==> src/sv/irhf_pkg.sv <==
// irhf_pkg: shared types and constants for the ipv4 receive header filter
// item structs, frame record, configuration set, verdict and register codes
// no dependencies
package irhf_pkg;

  localparam logic [15:0] LINK_HDR_BYTES = 16'd14;
  localparam logic [15:0] MIN_IP_HDR     = 16'd20;
  localparam int          CFG_DATA_W     = 32;
  localparam int          CFG_INDEX_W    = 2;

  typedef enum logic [3:0] {
    VERDICT_DELIVER   = 4'd0,
    VERDICT_FRAGMENT  = 4'd1,
    VERDICT_ROUTE     = 4'd2,
    VERDICT_RUNT      = 4'd3,
    VERDICT_VERSION   = 4'd4,
    VERDICT_LENGTH    = 4'd5,
    VERDICT_CHECKSUM  = 4'd6,
    VERDICT_BCAST     = 4'd7,
    VERDICT_NOT_OURS  = 4'd8
  } verdict_t;

  typedef enum logic [CFG_INDEX_W-1:0] {
    CFG_LOCAL_ADDRESS = 2'd0,
    CFG_SUBNET_MASK   = 2'd1,
    CFG_ZERO_HOST     = 2'd2,
    CFG_ROUTER_MODE   = 2'd3
  } cfg_reg_t;

  typedef struct packed {
    logic [7:0] frame_byte;
    logic       frame_end;
  } in_item_t;

  typedef struct packed {
    verdict_t    verdict;
    logic [5:0]  header_bytes;
    logic [15:0] total_length;
    logic [7:0]  protocol_number;
    logic [31:0] source_address;
    logic [31:0] destination_address;
    logic        to_local_address;
    logic        has_options;
  } out_item_t;

  typedef struct packed {
    logic [31:0] local_address;
    logic [31:0] subnet_mask;
    logic        zero_host_broadcast;
    logic        router_mode;
  } cfg_t;

  // header snapshot taken on the final byte of a frame
  typedef struct packed {
    logic [15:0] ip_count;
    logic [7:0]  version_ihl;
    logic [15:0] length_field;
    logic [15:0] flags_offset;
    logic [7:0]  proto_field;
    logic [31:0] src_field;
    logic [31:0] dst_field;
    logic [15:0] sum;
    logic        link_multicast;
  } frame_rec_t;

endpackage

==> src/sv/ipv4_receive_header_filter.sv <==
// ipv4_receive_header_filter: top level, configuration registers and the two stages
// depends on irhf_pkg, irhf_parse, irhf_judge
//
//  channel | ports                               | moves
//  --------+-------------------------------------+---------------------------------
//  input   | in_valid, in_ready, in_item         | one frame byte with end mark
//  result  | out_valid, out_ready, out_item      | one verdict item per frame
//  config  | cfg_wr_en, cfg_index, cfg_wdata     | register write, no wait
//
// one byte item is taken every cycle unless a final byte waits for the frame record;
// a frame's result passes the input register, the frame record and the result register
// reset is synchronous on rst_n low and clears configuration and all frame state
// a stalled result holds the frame record, which in turn holds only a final byte;
// ordinary bytes keep flowing while a result waits
module ipv4_receive_header_filter
  import irhf_pkg::*;
(
  input  logic                   clk,
  input  logic                   rst_n,
  input  logic                   in_valid,
  output logic                   in_ready,
  input  in_item_t               in_item,
  output logic                   out_valid,
  input  logic                   out_ready,
  output out_item_t              out_item,
  input  logic                   cfg_wr_en,
  input  logic [CFG_INDEX_W-1:0] cfg_index,
  input  logic [CFG_DATA_W-1:0]  cfg_wdata
);

  cfg_t       cfg_r;
  logic       rec_valid;
  frame_rec_t rec;
  logic       rec_take;

  // configuration bank; to be written only while the block is idle, which the block does not enforce
  always_ff @(posedge clk) begin
    if (!rst_n) begin
      cfg_r <= '0;
    end else if (cfg_wr_en) begin
      case (cfg_reg_t'(cfg_index))
        CFG_LOCAL_ADDRESS: cfg_r.local_address       <= cfg_wdata;
        CFG_SUBNET_MASK:   cfg_r.subnet_mask         <= cfg_wdata;
        CFG_ZERO_HOST:     cfg_r.zero_host_broadcast <= cfg_wdata[0];
        CFG_ROUTER_MODE:   cfg_r.router_mode         <= cfg_wdata[0];
        default: ;
      endcase
    end
  end

  // byte stage: skips the link header, captures fields, sums the ip header
  irhf_parse u_parse (
    .clk       (clk),
    .rst_n     (rst_n),
    .in_valid  (in_valid),
    .in_ready  (in_ready),
    .in_item   (in_item),
    .rec_valid (rec_valid),
    .rec       (rec),
    .rec_take  (rec_take)
  );

  // frame stage: checks, destination match and the result register
  irhf_judge u_judge (
    .clk       (clk),
    .rst_n     (rst_n),
    .cfg       (cfg_r),
    .rec_valid (rec_valid),
    .rec       (rec),
    .rec_take  (rec_take),
    .out_valid (out_valid),
    .out_ready (out_ready),
    .out_item  (out_item)
  );

endmodule

==> src/sv/irhf_parse.sv <==
// irhf_parse: input register, per-byte header capture and checksum, frame record
// depends on irhf_pkg
module irhf_parse
  import irhf_pkg::*;
(
  input  logic       clk,
  input  logic       rst_n,
  input  logic       in_valid,
  output logic       in_ready,
  input  in_item_t   in_item,
  output logic       rec_valid,
  output frame_rec_t rec,
  input  logic       rec_take
);

  logic        in_valid_r;
  in_item_t    in_item_r;
  logic        rec_valid_r;
  frame_rec_t  rec_r;
  frame_rec_t  rec_nxt;

  logic [15:0] byte_cnt_r,  byte_cnt_nxt;
  logic [15:0] sum_r,       sum_nxt;
  logic [7:0]  hold_r,      hold_nxt;
  logic        mcast_r,     mcast_nxt;
  logic [7:0]  vihl_r,      vihl_nxt;
  logic [15:0] len_r,       len_nxt;
  logic [15:0] frag_r,      frag_nxt;
  logic [7:0]  proto_r,     proto_nxt;
  logic [31:0] src_r,       src_nxt;
  logic [31:0] dst_r,       dst_nxt;

  logic        rec_ready;
  logic        step;
  logic        in_ip;
  logic [15:0] pos;
  logic [5:0]  hdr_nxt;
  logic [7:0]  b;
  logic [16:0] add1;
  logic [16:0] fold1;
  logic [15:0] fold2;

  assign rec_ready = !rec_valid_r || rec_take;
  assign step      = in_valid_r && (!in_item_r.frame_end || rec_ready);
  assign in_ready  = !in_valid_r || step;
  assign rec_valid = rec_valid_r;
  assign rec       = rec_r;

  assign b     = in_item_r.frame_byte;
  assign in_ip = (byte_cnt_r >= LINK_HDR_BYTES);
  assign pos   = byte_cnt_r - LINK_HDR_BYTES;

  // end-around-carry add of one 16-bit word
  assign add1  = {1'b0, sum_r} + {1'b0, hold_r, b};
  assign fold1 = {1'b0, add1[15:0]} + {16'd0, add1[16]};
  assign fold2 = fold1[15:0] + {15'd0, fold1[16]};

  always_comb begin
    mcast_nxt = mcast_r;
    vihl_nxt  = vihl_r;
    len_nxt   = len_r;
    frag_nxt  = frag_r;
    proto_nxt = proto_r;
    src_nxt   = src_r;
    dst_nxt   = dst_r;
    hold_nxt  = hold_r;
    sum_nxt   = sum_r;
    if (byte_cnt_r == 16'd0) begin
      mcast_nxt = b[0];
    end
    if (in_ip) begin
      case (pos)
        16'd0: vihl_nxt = b;
        16'd2: len_nxt = {b, len_r[7:0]};
        16'd3: len_nxt = {len_r[15:8], b};
        16'd6: frag_nxt = {b, frag_r[7:0]};
        16'd7: frag_nxt = {frag_r[15:8], b};
        16'd9: proto_nxt = b;
        16'd12, 16'd13, 16'd14, 16'd15: src_nxt = {src_r[23:0], b};
        16'd16, 16'd17, 16'd18, 16'd19: dst_nxt = {dst_r[23:0], b};
        default: ;
      endcase
    end
    // header length follows the version byte of this very step
    hdr_nxt = {vihl_nxt[3:0], 2'b00};
    if (in_ip && (pos < {10'd0, hdr_nxt})) begin
      if (!pos[0]) begin
        hold_nxt = b;
      end else begin
        sum_nxt = fold2;
      end
    end
    byte_cnt_nxt = (byte_cnt_r == 16'hFFFF) ? byte_cnt_r : byte_cnt_r + 16'd1;

    rec_nxt.ip_count       = (byte_cnt_nxt > LINK_HDR_BYTES) ?
                             byte_cnt_nxt - LINK_HDR_BYTES : 16'd0;
    rec_nxt.version_ihl    = vihl_nxt;
    rec_nxt.length_field   = len_nxt;
    rec_nxt.flags_offset   = frag_nxt;
    rec_nxt.proto_field    = proto_nxt;
    rec_nxt.src_field      = src_nxt;
    rec_nxt.dst_field      = dst_nxt;
    rec_nxt.sum            = sum_nxt;
    rec_nxt.link_multicast = mcast_nxt;
  end

  always_ff @(posedge clk) begin
    if (!rst_n) begin
      in_valid_r  <= 1'b0;
      rec_valid_r <= 1'b0;
      byte_cnt_r  <= '0;
      sum_r       <= '0;
      hold_r      <= '0;
      mcast_r     <= 1'b0;
      vihl_r      <= '0;
      len_r       <= '0;
      frag_r      <= '0;
      proto_r     <= '0;
      src_r       <= '0;
      dst_r       <= '0;
    end else begin
      if (in_ready) begin
        in_valid_r <= in_valid;
      end
      if (rec_ready) begin
        rec_valid_r <= step && in_item_r.frame_end;
      end
      if (step) begin
        if (in_item_r.frame_end) begin
          byte_cnt_r <= '0;
          sum_r      <= '0;
          hold_r     <= '0;
          mcast_r    <= 1'b0;
          vihl_r     <= '0;
          len_r      <= '0;
          frag_r     <= '0;
          proto_r    <= '0;
          src_r      <= '0;
          dst_r      <= '0;
        end else begin
          byte_cnt_r <= byte_cnt_nxt;
          sum_r      <= sum_nxt;
          hold_r     <= hold_nxt;
          mcast_r    <= mcast_nxt;
          vihl_r     <= vihl_nxt;
          len_r      <= len_nxt;
          frag_r     <= frag_nxt;
          proto_r    <= proto_nxt;
          src_r      <= src_nxt;
          dst_r      <= dst_nxt;
        end
      end
    end
  end

  always_ff @(posedge clk) begin
    if (in_valid && in_ready) begin
      in_item_r <= in_item;
    end
    if (step && in_item_r.frame_end) begin
      rec_r <= rec_nxt;
    end
  end

`ifndef ASSERT_OFF
  a_clear_after_end: assert property (@(posedge clk) disable iff (!rst_n)
    step && in_item_r.frame_end |=> byte_cnt_r == 16'd0 && sum_r == 16'd0)
    else $error("frame state not cleared after final byte");
  a_rec_hold: assert property (@(posedge clk) disable iff (!rst_n)
    rec_valid_r && !rec_take |=> rec_valid_r && $stable(rec_r))
    else $error("frame record lost while stalled");
  a_end_waits: assert property (@(posedge clk) disable iff (!rst_n)
    in_valid_r && in_item_r.frame_end && !rec_ready |=> in_valid_r)
    else $error("final byte dropped while record slot busy");
`endif

endmodule

==> src/sv/irhf_judge.sv <==
// irhf_judge: verdict and address match on a frame record, result register
// depends on irhf_pkg
module irhf_judge
  import irhf_pkg::*;
(
  input  logic       clk,
  input  logic       rst_n,
  input  cfg_t       cfg,
  input  logic       rec_valid,
  input  frame_rec_t rec,
  output logic       rec_take,
  output logic       out_valid,
  input  logic       out_ready,
  output out_item_t  out_item
);

  logic       out_valid_r;
  out_item_t  out_item_r;
  out_item_t  res_nxt;

  logic [5:0]  hdr;
  logic [15:0] n;
  logic [15:0] s;
  logic [31:0] cls_mask;
  logic        exact;
  logic        is_bcast;
  verdict_t    verdict;

  function automatic logic subnet_bcast(input logic [31:0] host, input logic [31:0] net,
                                        input logic [31:0] mask, input logic zero_ok);
    logic [31:0] hm;
    hm = ~mask;
    return ((host & mask) == (net & mask)) &&
           (((host & hm) == hm) || (zero_ok && ((host & hm) == 32'd0)));
  endfunction

  function automatic logic [31:0] class_mask(input logic [31:0] a);
    logic [31:0] m;
    if (!a[31]) begin
      m = 32'hFF00_0000;
    end else if (a[31:30] == 2'b10) begin
      m = 32'hFFFF_0000;
    end else if (a[31:29] == 3'b110) begin
      m = 32'hFFFF_FF00;
    end else begin
      m = 32'hFFFF_FFFF;
    end
    return m;
  endfunction

  assign rec_take  = !out_valid_r || out_ready;
  assign out_valid = out_valid_r;
  assign out_item  = out_item_r;

  assign hdr      = {rec.version_ihl[3:0], 2'b00};
  assign n        = rec.ip_count;
  assign s        = (n < rec.length_field) ? n : rec.length_field;
  assign cls_mask = class_mask(rec.dst_field);
  assign exact    = (rec.dst_field == cfg.local_address);
  // exact local address wins over any broadcast form
  assign is_bcast = !exact && ((&rec.dst_field) ||
      subnet_bcast(rec.dst_field, cfg.local_address & cfg.subnet_mask, cfg.subnet_mask,
                   cfg.zero_host_broadcast) ||
      subnet_bcast(rec.dst_field, cfg.local_address & cls_mask, cls_mask,
                   cfg.zero_host_broadcast));

  always_comb begin
    if (n < MIN_IP_HDR) begin
      verdict = VERDICT_RUNT;
    end else if ((s < MIN_IP_HDR) || (s < {10'd0, hdr})) begin
      verdict = VERDICT_LENGTH;
    end else if (rec.version_ihl[7:4] != 4'd4) begin
      verdict = VERDICT_VERSION;
    end else if (rec.length_field > n) begin
      verdict = VERDICT_LENGTH;
    end else if (rec.sum != 16'hFFFF) begin
      verdict = VERDICT_CHECKSUM;
    end else if (rec.link_multicast && !is_bcast) begin
      verdict = VERDICT_BCAST;
    end else if (!exact && !is_bcast) begin
      verdict = cfg.router_mode ? VERDICT_ROUTE : VERDICT_NOT_OURS;
    end else if (rec.flags_offset[13:0] != 14'd0) begin
      verdict = VERDICT_FRAGMENT;
    end else begin
      verdict = VERDICT_DELIVER;
    end
    res_nxt.verdict             = verdict;
    res_nxt.header_bytes        = hdr;
    res_nxt.total_length        = rec.length_field;
    res_nxt.protocol_number     = rec.proto_field;
    res_nxt.source_address      = rec.src_field;
    res_nxt.destination_address = rec.dst_field;
    res_nxt.to_local_address    = exact;
    res_nxt.has_options         = (hdr > MIN_IP_HDR[5:0]);
  end

  always_ff @(posedge clk) begin
    if (!rst_n) begin
      out_valid_r <= 1'b0;
    end else if (rec_take) begin
      out_valid_r <= rec_valid;
    end
  end

  always_ff @(posedge clk) begin
    if (rec_valid && rec_take) begin
      out_item_r <= res_nxt;
    end
  end

`ifndef ASSERT_OFF
  a_route_mode: assert property (@(posedge clk) disable iff (!rst_n)
    out_valid_r && out_item_r.verdict == VERDICT_ROUTE |-> cfg.router_mode)
    else $error("route verdict outside router mode");
  a_drop_mode: assert property (@(posedge clk) disable iff (!rst_n)
    out_valid_r && out_item_r.verdict == VERDICT_NOT_OURS |-> !cfg.router_mode)
    else $error("not-ours verdict in router mode");
  a_deliver_len: assert property (@(posedge clk) disable iff (!rst_n)
    out_valid_r && out_item_r.verdict == VERDICT_DELIVER |->
      out_item_r.total_length >= MIN_IP_HDR)
    else $error("delivered packet shorter than a minimal header");
`endif

endmodule

==> config.mk <==
export PLATFORM = sky130hd
export DESIGN_NAME = ipv4_receive_header_filter
export DESIGN_NICKNAME = d
export VERILOG_FILES = /design/src/sv/irhf_pkg.sv /design/src/sv/ipv4_receive_header_filter.sv /design/src/sv/irhf_parse.sv /design/src/sv/irhf_judge.sv
export SDC_FILE = /design/constraint.sdc
export NUM_CORES = 1
export LEC_CHECK = 0
export BUFFER_PORTS_ARGS = -buffer_cell sky130_fd_sc_hd__buf_2
export CAP_MARGIN = 20
export CORE_MARGIN = 4
export CORE_UTILIZATION = 55
export DETAILED_ROUTE_END_ITERATION = 8
export HOLD_SLACK_MARGIN = 0.08
export PLACE_DENSITY = 0.76
export RECOVER_POWER = 50
export SYNTH_ARGS = -nofsm -noshare
export SYNTH_HDL_FRONTEND = slang
export SYNTH_HIERARCHICAL = 1
export SYNTH_SLANG_ARGS = --single-unit
==> constraint.sdc <==
create_clock -name clk -period 5.49 [get_ports clk]
set_input_delay 0.549 -clock clk [delete_from_list [all_inputs] [get_ports clk]]
set_output_delay 0.549 -clock clk [all_outputs]
set_load 0.05 [all_outputs]
# After elaboration in Yosys (flattened, before gate mapping)
# Cells that the tools add are included.
# W data, S select, Z words.
[totals] out_inout_bits=102 word_cells=174 romBits=0 ram_bits=0 regBits=472 latch_bits=0 n_memories=0
[classes] shifts=0 muxes=40 n_eq_ne=27 bitwise=10 n_reduce_logical=44 addsub=6 n_mul=0 magnitude_cmp=9 div=0
[ops] op="$and A32 B32 Y32" n=8
[ops] op="$mux W32" n=8
[ops] op="$eq A32 B32 Y1" n=5
[ops] op="$mux W16" n=10
[ops] op="$eq A16 B4 Y1 const B" n=5
[ops] op="$mux W8" n=10
[ops] op="$eq A16 B5 Y1 const B" n=4
[ops] op="$logic_not A32 Y1" n=2
[ops] op="$not A32 Y32" n=2
[ops] op="$pmux W16 S2" n=2
[ops] op="$eq A16 B2 Y1 const B" n=2
[ops] op="$eq A16 B3 Y1 const B" n=2
[ops] op="$logic_not A16 Y1" n=2
[ops] op="$lt A16 B5 Y1 const B" n=2
[ops] op="$lt A16 B6 Y1" n=2
[ops] op="$reduce_and A32 Y1" n=1
[ops] op="$sub A16 B4 Y16 const B" n=2
[ops] op="$add A16 B1 Y17" n=1
[ops] op="$add A16 B16 Y17" n=1
[ops] op="$add A16 B1 Y16" n=1
[ops] op="$add A16 B1 Y16 const B" n=1
[ops] op="$eq A16 B16 Y1 const B" n=1
[ops] op="$ge A16 B4 Y1 const B" n=1
[ops] op="$gt A16 B16 Y1" n=1
[ops] op="23 further kinds" n=60

# Longest topological paths before layout
[logic_depth] depth_word=20 ltp_mapped=30 mapped_depth_nobuf=30

# Modules after synthesis
# The synthesis kept the hierarchy.
[modules_own_cells] mod="irhf_parse" n_inst=1 seq_area_each_um2=7727.4 cells_each=1344 area_each_um2=14899.3
[modules_own_cells] mod="irhf_judge" n_inst=1 seq_area_each_um2=2962.8 cells_each=393 area_each_um2=4961.0
[modules_own_cells] mod="ipv4_receive_header_filter" n_inst=1 seq_area_each_um2=1321.3 cells_each=253 area_each_um2=2578.7

# Worst setup path after synthesis
# OpenSTA, ideal clock, no wires.
[synth_timing] kind="register -> register" start="register u_parse.in_item_r, in the netlist u_parse/b[1]" end="register u_parse.rec_r, in the netlist u_parse/rec[12], data pin" n_path_buf=1 setup_ns=0.129 path_stages_with_launch=31 setup_slack_ns=-0.346 t_arrival_ns=5.707 path_cell_list="edfxtp_1 clkbuf_1 inv_1 fa_1 nand2b_1 a21oi_1 o2111a_1 o41a_1 nand2_1 nand2b_1 a21oi_1 nor2b_1 o21ai_0 nand2b_1 ha_1 ha_1 inv_1 nor2_1 nand3_1 nor4_1 nand3_1 nor3_1 ha_1 and2_0 o311ai_0 a211oi_1 nor3b_1 a31oi_1 nor3_1 nor2b_1 a21o_1"
[synth_lines] item="start, declared" line="irhf_parse.sv:17" source="in_item_t in_item_r;"
[synth_lines] item="start signal, assigned" line="irhf_parse.sv:158" source="in_item_r <= in_item;"
[synth_lines] item="end signal, assigned" line="irhf_parse.sv:161" source="rec_r <= rec_nxt;"
[synth_lines] item="end, declared" line="irhf_parse.sv:19" source="frame_rec_t rec_r;"

==> out/results.tsv <==
stage	metric	value	unit
power	Clk network pwr share	43.4	%
worst_setup_path	Critical Path Max Stage Delay	0.37	ns
final_layout	design area	25200	sq um
routing	DRC violations left	0	
grt	largest net degree at the start of global routing	145	
worst_setup_path	CP max FO	3	
grt	Global Route Usage Sum	25.1	%
cts	Inserted Clock Buffers	47	
yosys	Avg Synthesized Cell Area	11.3	sq um
power	Leak	9.41	nW
worst_setup_path	Stages on worst setup path	30	
cts	Worst-path clk slew	0.06	ns
cts	TritonCTS clock tree	done	
worst_setup_path	Buffers & Inverters on Critical Path	3	
routing	Routed WL per cell	21.3	microns
yosys	Synth Cell Area	22300	sq um
final_layout	fraction of layout cells with a size suffix above 1	15.7	%
cts	Clock Sinks	470	
worst_setup_path	CP startpoint kind	flop	
power	pwr dens	296	nW/um^2
worst_setup_path	Worst EP required	5.85	ns
routing	overall routed net length	57300	microns
die	Die Span Y	209	microns
final_layout	Area Growth Syn to Fin	13.0	%
cts	Bufs on Longest Clock Path	3	
die	IO Pins	150	
worst_setup_path	R2R setup slack	0.20	ns
timing	Max-slew headroom	-177	%
run_status	failing checks	max-capacitance violations, max-slew violations	
final_layout	non-filler cells in the finished layout	2683	
cts	CTS H-tree lvls	2	
timing	final setup fails	0	
cts	clock latency on the worst-skew pair	0.60	ns
timing	fmax	189	MHz
timing	Tcrit/Tclk final	96.4	%
routing	vias per std cell	6.07	
die	Core Box Area	39900	sq um
timing	final setup TNS	0	ns
timing	Tightest Pin Transition	4.16	ns
placed_design	DP Area	23500	sq um
timing	Hold Violations, Final	0	
worst_setup_path	CP max stage cell	edfxtp_1	
worst_setup_path	RR Startpoint	u_parse/b[0]	
yosys	Yosys warnings	6	
grt	vias in the first global route	15800	
die	Cell Rows	73	
placed_design	PortBufs	147	
power	sequential power share	51.1	%
power	VDD IR max	251	uV
worst_setup_path	Worst EP arrival	5.65	ns
power	Switch Pwr	0.00172	W
routing	Initial DRC Count	1657	
placed_design	Final Wtd Congestion	0.955	
grt	first-pass GRT wire length	88600	microns
placed_design	pre-CTS setup slack	-0.0942	ns
final_layout	Post-Route Utilization	63.1	%
yosys	Cells after Synth	1976	
worst_setup_path	Crit. End Element	flop	
placed_design	placed insts	2587	
power	Pint	0.00573	W
timing	minimum clock period	5.29	ns
power	Sw Ratio	23.1	%
routing	DRT antenna net count	0	
worst_setup_path	type of the worst setup path	reg2reg	
worst_setup_path	Top Family by Delay on Critical Path	simple AND/OR/NAND/NOR gates	
die	Chip Width	209	microns
final_layout	fin nets	2214	
run	maxcap violations	3	
worst_setup_path	CP endpoint	u_parse/rec[10]	
power	Logic pwr share	5.5	%
routing	first drt pass iteration count	8	
cts	Root Driver	clkbuf_16	
timing	Final WS setup	0.200	ns
grt	initial antenna violation count	0	
grt	grt total ovfl	0	
run_status	status	complete, but fails checks	
routing	via count	16300	
final_layout	Antenna Cells	0	
worst_setup_path	worst reg2reg endpoint	u_parse/rec[10]	
die	die area	43800	sq um
worst_setup_path	critical path startpoint	u_parse/b[0]	
worst_setup_path	reg2reg path depth	30	
die	initial core utilization	55.8	%
placed_design	Final HPWL DP	38800	microns
cts	Hold-fix buffers, CTS	0	
worst_hold_path	worst hold path type	in2reg	
timing	clock skew	0.0205	ns
timing	Slew Limit Fails	338	
==> power groups by stage <==
stage / clock [W] / combinational (W) / sequential, W
3_3_place_gp: 0 / 0.000392 / 0.00388
3_5_place_dp: 0 / 0.000397 / 0.00388
5_1_grt: 0.00344 / 0.000437 / 0.00381
2_1_floorplan: 0 / 0.000241 / 0.00389
6_report: 0.00323 / 0.000408 / 0.00381
4_1_cts: 0.00329 / 0.000400 / 0.00380
==> worst min-delay path by stage <==
stage / startpoint / end / slack [ns] / depth (start not counted)
floorplan: u_parse/rec[49] / u_judge/out_item[34] / 0.40 / 0
global placement: u_parse/rec[76] / u_judge/out_item[61] / 0.40 / 0
detailed placement: u_parse/rec[59] / u_judge/out_item[44] / 0.40 / 0
CTS: in_item[7] / u_parse/b[6] / 0.09 / 1
global route: in_item[3] / u_parse/b[2] / 0.1 / 1
finish: in_item[7] / u_parse/b[6] / 0.12 / 1
==> through the flow <==
stage                     power [W]  hold slack (ns)
after global routing        0.00769           0.0994
after floorplan             0.00413            0.400
after global placement      0.00427            0.404
after CTS                   0.00749           0.0920
final                       0.00745            0.117
after detailed placement    0.00427            0.405
==> cells in the final DEF, fill, tap and decap left out, types with 47 or more instances in the layout <==
cell and n:
nand2_1 186, mux2_2 60, mux2i_1 71, buf_4 47, nor2b_1 110, inv_1 62, clkbuf_16 48, dfxtp_1 219
xor2_1 53, a22oi_1 84, o21ai_0 71, a21oi_1 50, clkbuf_1 118, nor2_1 83, edfxtp_1 250
==> registers in the layout, summed over array words and instances, names as in the netlist, 8 cells and up <==
register and count:
u_parse/hold_r 8, u_parse/byte_cnt_r 16, u_judge/out_item 98, u_parse/vihl_r 8, u_parse/rec 143, u_parse/dst_r 32, u_parse/proto_r 8, u_parse/len_r 16
u_parse/sum_r 16, u_parse/src_r 32, u_parse/frag_r 14, cfg_r 66, u_parse/b 8
==> metal layers <==
metal	GRT usage [%]	up-vias	share of wire, %
li1	-	7607	-
met1	35.7	7930	44
met2	39.7	644	47
met3	4.87	107	7.2
met4	7.11	0	2.4
met5	0	-	0
==> area by class of cell <==
cell class	count	area [sq um]
fillers	3140	14700
flip-flops and latches	470	11900
multi-input cells	1335	9750
clock buffers	75	1430
repair buffers	200	1030
well taps	525	657
inverters	65	244
clock inverters	13	166
==> timing repair <==
action | CTS | global route
endpoints found under the setup margin | 8 | 23
setup buffers | 2 | 5
gates cloned | 0 | 0
pin swaps | 2 | 19
gates resized for setup | 4 | 34
Note: power is estimated with default switching activity, not from simulation.
